<file path="src/design/soa_pkg.sv">
// Shared types and constants of the slab object allocator.
// Used by every module of the block; depends on nothing.
package soa_pkg;

   localparam int MAX_SLABS   = 64;
   localparam int MAX_OBJECTS = 512;

   localparam int ADDR_W   = 22;
   localparam int OSIZE_W  = 13;
   localparam int SBYTES_W = 17;
   localparam int CAP_W    = 10;
   localparam int CNT_W    = 10;
   localparam int DATA_W   = 32;
   localparam int PADDR_W  = 4;

   localparam int SLAB_W = $clog2(MAX_SLABS);
   localparam int SCNT_W = $clog2(MAX_SLABS + 1);
   localparam int OBJ_W  = $clog2(MAX_OBJECTS);
   localparam int SLOT_W = $clog2(MAX_SLABS * MAX_OBJECTS);

   localparam logic [CNT_W-1:0] COUNT_MAX = {CNT_W{1'b1}};
   localparam logic [CAP_W-1:0] CAP_RESET = CAP_W'(508);

   localparam logic [1:0] REG_OBJECT_SIZE   = 2'd0;
   localparam logic [1:0] REG_SLAB_BYTES    = 2'd1;
   localparam logic [1:0] REG_SLAB_CAPACITY = 2'd2;

   typedef enum logic [1:0] {
      ST_OK       = 2'd0,
      ST_NO_FRAME = 2'd1,
      ST_BAD_FREE = 2'd2
   } status_type;

   typedef struct packed {
      logic              opcode;
      logic [ADDR_W-1:0] free_address;
   } req_item_type;

   typedef struct packed {
      logic [ADDR_W-1:0] object_address;
      logic [1:0]        status;
   } rsp_item_type;

   typedef struct packed {
      logic              is_free;
      logic [ADDR_W-1:0] address;
   } cmd_type;

   typedef struct packed {
      logic [OSIZE_W-1:0]  object_size;
      logic [SBYTES_W-1:0] slab_bytes;
      logic [CAP_W-1:0]    slab_capacity;
   } cfg_type;

endpackage

</file>
<file path="src/design/soa_front.sv">
// Front part: accepts request items, classifies them and queues commands.
// Depends on soa_pkg.
module soa_front import soa_pkg::*; (
   input  logic         clock,
   input  logic         reset,
   input  logic         req_push,
   output logic         req_full,
   input  req_item_type req_item,
   output logic         cmd_valid,
   output cmd_type      cmd,
   input  logic         cmd_take
);

   cmd_type    queue_ff [2];
   logic       wr_ptr_ff, wr_ptr_in;
   logic       rd_ptr_ff, rd_ptr_in;
   logic [1:0] count_ff, count_in;
   logic       push_ok;
   logic       pop_ok;
   cmd_type    classified;

   assign req_full  = (count_ff == 2'd2);
   assign cmd_valid = (count_ff != 2'd0);
   assign cmd       = queue_ff[rd_ptr_ff];
   assign push_ok   = req_push && !req_full;
   assign pop_ok    = cmd_take && cmd_valid;

   always_comb begin
      classified.is_free = req_item.opcode;
      classified.address = req_item.opcode ? req_item.free_address : '0;
      wr_ptr_in = push_ok ? ~wr_ptr_ff : wr_ptr_ff;
      rd_ptr_in = pop_ok ? ~rd_ptr_ff : rd_ptr_ff;
      count_in  = count_ff + (push_ok ? 2'd1 : 2'd0) - (pop_ok ? 2'd1 : 2'd0);
   end

   always_ff @(posedge clock) begin
      if (push_ok) begin
         queue_ff[wr_ptr_ff] <= classified;
      end
   end

   always_ff @(posedge clock) begin
      if (reset) begin
         wr_ptr_ff <= 1'b0;
         rd_ptr_ff <= 1'b0;
         count_ff  <= 2'd0;
      end else begin
         wr_ptr_ff <= wr_ptr_in;
         rd_ptr_ff <= rd_ptr_in;
         count_ff  <= count_in;
      end
   end

endmodule

</file>
<file path="config.mk">
export PLATFORM = sky130hd
export DESIGN_NAME = soa_front
export DESIGN_NICKNAME = d
export VERILOG_FILES = /design/src/design/soa_pkg.sv /design/src/design/soa_front.sv
export SDC_FILE = /design/constraint.sdc
export NUM_CORES = 1
export LEC_CHECK = 0
export ABC_AREA = 1
export BUFFER_PORTS_ARGS = -buffer_cell sky130_fd_sc_hd__buf_4
export CAP_MARGIN = 15
export CORE_ASPECT_RATIO = 1.4
export CORE_MARGIN = 3
export CORE_UTILIZATION = 52
export CTS_CLUSTER_DIAMETER = 100
export DETAILED_ROUTE_END_ITERATION = 16
export PLACE_DENSITY = 0.78
export SLEW_MARGIN = 20
export SYNTH_ARGS = -nofsm -noshare
export SYNTH_HDL_FRONTEND = slang
export SYNTH_SLANG_ARGS = --single-unit
export TNS_END_PERCENT = 20
</file>
<file path="constraint.sdc">
create_clock -name clock -period 2.2 [get_ports clock]
set_input_delay 0.22 -clock clock [delete_from_list [all_inputs] [get_ports clock]]
set_output_delay 0.22 -clock clock [all_outputs]
set_load 0.02 [all_outputs]
</file>
---- After elaboration in Yosys (flattened, before gate mapping) ----
Memory sizes are Yosys's and may differ from the RTL's. A register that Yosys moved wholly into a read port is not among the register bits.
Cells that the tools add are included.
word-level totals
  bits in registers ....................... 4
  RAM bits ................................ 46
  input bits .............................. 27
  output and inout bits ................... 25
  word-level logic and storage cells ...... 20
  memories kept ........................... 1
cells by class
  add/subtract/negate cells ............... 2
  equal/unequal tests ..................... 1
  muxes and demuxes ....................... 7
  bitwise gates (word level) .............. 2
  reduce and logical (&&, ||, !) cells .... 4
memories
  memory    words  width  rd ports  clocked after memory_dff  wr ports  line             RTL
  queue_ff  2      23     1         1                         1         soa_front.sv:14  cmd_type queue_ff [2];
operators with widths
  cell                                         number
  22-bit 2-to-1 mux                            1
  1-bit 2-to-1 mux                             6
  2-bit by 1-bit adder with 2-bit output       1
  2-bit == test (second input constant)        1
  1-bit logical AND                            2
  1-bit inverter                               2
  2-bit nonzero test                           1
  2-bit by 1-bit subtractor with 2-bit output  1
  1-bit zero test                              1

---- Depth between registers and ports, before layout ----
  word-level depth ........................ 6
  gate-level depth with buffers ........... 11
  depth with buffers taken out ............ 11

---- Least setup slack after synthesis ----
OpenSTA, ideal clock, no wires.
  path kind ............................... reg2reg
  start ................................... register count_ff[0]
  end ..................................... memory queue_ff[0][0] (netlist name) (enable)
  library setup time ...................... 403 ps
  arrival time ............................ 1542 ps
  data required time ...................... 1797 ps
  setup slack ............................. 256 ps
  cell stages (with the launch flop) ...... 5
  path buffers ............................ 0
  period minus slack after synthesis ...... 1944 ps
  path through ............................ dfxtp_1 -> inv_1 -> nand2_1 -> nand2_1 -> nor2_1
between the ends
  cells in the longest elaborated chain, start to end .. 5
RTL lines
  element                                 line             RTL
  start, declared                         soa_front.sv:17  logic [1:0] count_ff, count_in;
  start signal, assigned                  soa_front.sv:50  count_ff <= count_in;
  2-bit == test                           soa_front.sv:22  assign req_full = (count_ff == 2'd2);
  1-bit zero test                         soa_front.sv:25  assign push_ok = req_push && !req_full;
  1-bit logical AND                       soa_front.sv:25
  1-bit 2-to-1 mux                        soa_front.sv:37  if (push_ok) begin
  1-bit 2-to-1 mux (not written as such)  soa_front.sv:38  queue_ff[wr_ptr_ff] <= classified;
  end, declared                           soa_front.sv:14
Every way passes these cells.

==> impl_metrics.yaml <==
global_route:
  grtUsageMet1_pct: 17.8
  track_usage_pct: 17.2
  grtUsageMet3_pct: 4.77
  grt.met2_usage_pct: 32.5
  busiest_layer: "met2"
  antenna_found_initial: 0
  gr-total-overflow: 0
  grt_pass1_wl_mm: 6.03
  grt_pass1_vias: 1341
  grt_max_degree: 25
yosys:
  ys_ff_latch: 51
  synth_warnings: 0
  syn_nets: 184
  seq_area_frac_synth_pct: 71.0
  synth.distinct_cells: 11
  synth_compound_gate_area_share_pct: 0.480
  synth-xor-area-share_pct: 0
  synthMuxAreaShare_pct: 12.4
  synthAdderAreaFrac_pct: 1.20
  synthSimpleGateAreaFrac_pct: 7.74
  synth_top_family_by_area: "multiplexers"
  synth_cells: 155
  syn-cell-area_mm2: 0.00209
  synth_area_per_cell_um2: 13.5
floorplan:
  ios: 52
  fp-row-count: 26
  start_util_pct: 55.8
  chipHeight_um: 80.9
  die_w_um: 59.5
  core-area_mm2: 0.00374
  die_area_mm2: 0.00482
sta:
  setup_viol: 0
  maxSlewViolCount: 0
  setup_slack_ns: 0.296
  final.setup_skew_ns: 0.00292
  worstMarginPinSlew_ns: 0.450
  finalSetupTns_ns: 0
  rsz0062_at_grt: "false"
  finalCritPeriodShare_pct: 86.6
  max_clock_freq_ghz: 0.525
  fin_crit_ns: 1.90
  hold_viol_final: 0
  maxSlewHeadroom_pct: 70.0
route:
  postRouteAntennaNets: 0
  dr.pass1.iters: 4
  drc: 0
  wl_mm: 3.77
  vias: 1251
  first_iter_violations: 59
  avgRoutedWirePerCell_um: 14.8
  vias_per_cell: 4.91
clock_network:
  postCtsSetupBuffers: 0
  clkLatencyLatePin_ns: 0.29
  clk_path_buf_depth: 2
  cts_root_buffer: "clkbuf_8"
  clk_pin_slew_ns: 0.08
  htree_levels: 2
  cts_hold_repair.buffers: 0
  cts_tree: "done"
  cts.sinks: 51
  cts_made_buffers: 5
  cts_resized: 0
critical_path:
  required_ns: 1.98
  cp_max_fo: 15
  crit_path_cell_trace: "buf_4 -> mux2_2 -> buf_4"
  cp-end-kind: "output port"
  cp_slowest_stage_delay_ns: 0.54
  cp_slowest_cell: "dfxtp_1"
  arrival_ns: 1.68
  critPathLaunchType: "flip-flop"
  crit_type: "reg -> out"
  cp_common_cell: "buf_4"
placed_design:
  placed_cells: 248
  portBuffers: 51
  dp_slack_ns: 0.574
  gp_congestion: 0.776
  dp_hpwl_mm: 2.75
finish:
  diodes: 0
  drive_above_1_share_pct: 39.9
  num-nets-final: 242
  nFillCells: 276
  layout.cells.non_filler: 255
  area_delta_synth_final_pct: 24.6
power_and_ir_drop:
  p_total_uw: 2720
  ir_drop_v: 0.000796
  p_leak_uw: 0.00121
  powerDensity_mw_per_mm2: 1050
job:
  max_cap_violations: 0
outcome:
  status: "complete, no violations"
min_path:
  hp-class: "in -> reg"
## kinds of logic (layout without fill, tap and decap cells)
group | count (synthesis) | after routing
buf+inv | 35 | 93
compound gates | 2 | 2
simple gates | 42 | 42
fa+ha+maj | 2 | 2
flops | 51 | 51
mux | 23 | 23
## report_power, final
part	total (uW)	switching, uW	internal [uW]	leakage (uW)
combinational	939	517	423	0.000688
clock	479	267	212	0.0000414
sequential	1300	65.4	1240	0.000481
## through the flow
step                util [%]  cell area [um^2]  hold WS, ns
floorplan                  -              2090        0.291
global placement        67.4              2520        0.387
detailed placement      67.4              2520        0.396
CTS                     69.5              2600       0.0846
global route            69.5              2600       0.0894
finish                  69.5              2600       0.0878
## cell type report
type	instances	area, um^2	area share, %
Sequential cell	51	1480	57.0
Clock inverter	2	8.76	0.337
Tap cell	42	52.6	2.02
Timing Repair Buffer	55	413	15.9
Clock buffer	5	68.8	2.65
Inverter	31	116	4.48
Multi-Input combinational cell	69	458	17.6
## worst max-delay path, delay by kind of cell, from the launching register on
family | cells | cell delay (ns)
flip-flops | 1 | 0.54
buffers and inverters | 2 | 0.47
multiplexers | 1 | 0.38
## Yosys cell counts
master,n,share of area [%]
a21oi_1,2,0.48
buf_2,2,0.48
buf_6,2,1.1
dfxtp_1,5,4.8
edfxtp_1,46,66
ha_1,2,1.2
inv_1,31,5.6
mux2_2,23,12
nand2_1,30,5.4
nand3_1,3,0.72
nor2_1,9,1.6
## per-layer routing
metal,vias to the layer above,routed length (um)
met4,0,49
met1,588,1360
met3,5,221
met5,-,0
met2,35,2140
li1,623,-
## path summary, 6_finish.rpt
check,from,to,slack [ns],depth (start not counted)
min,reset,count_ff[0],0.09,2
max,flip-flop,cmd[21],0.30,3
min reg2reg,wr_ptr_ff,wr_ptr_ff,0.55,2
max reg2reg,count_ff[0],count_ff[1],0.58,10
## sequential cells by signal (all words and copies together), names as in the netlist, named ones only
name and cells:
count_ff 2, queue_ff 46, rd_ptr_ff 1, wr_ptr_ff 1
## cell usage in the layout, fill, tap and decap left out, drive strengths merged
cell type and count:
ha 2, clkinv 2, nand3 3, inv 31, nand2 30, nor2 9, dfxtp 5, edfxtp 46
clkbuf 5, a21oi 2, mux2 23, buf 55
No activity file was read; power rests on OpenSTA's default activity.
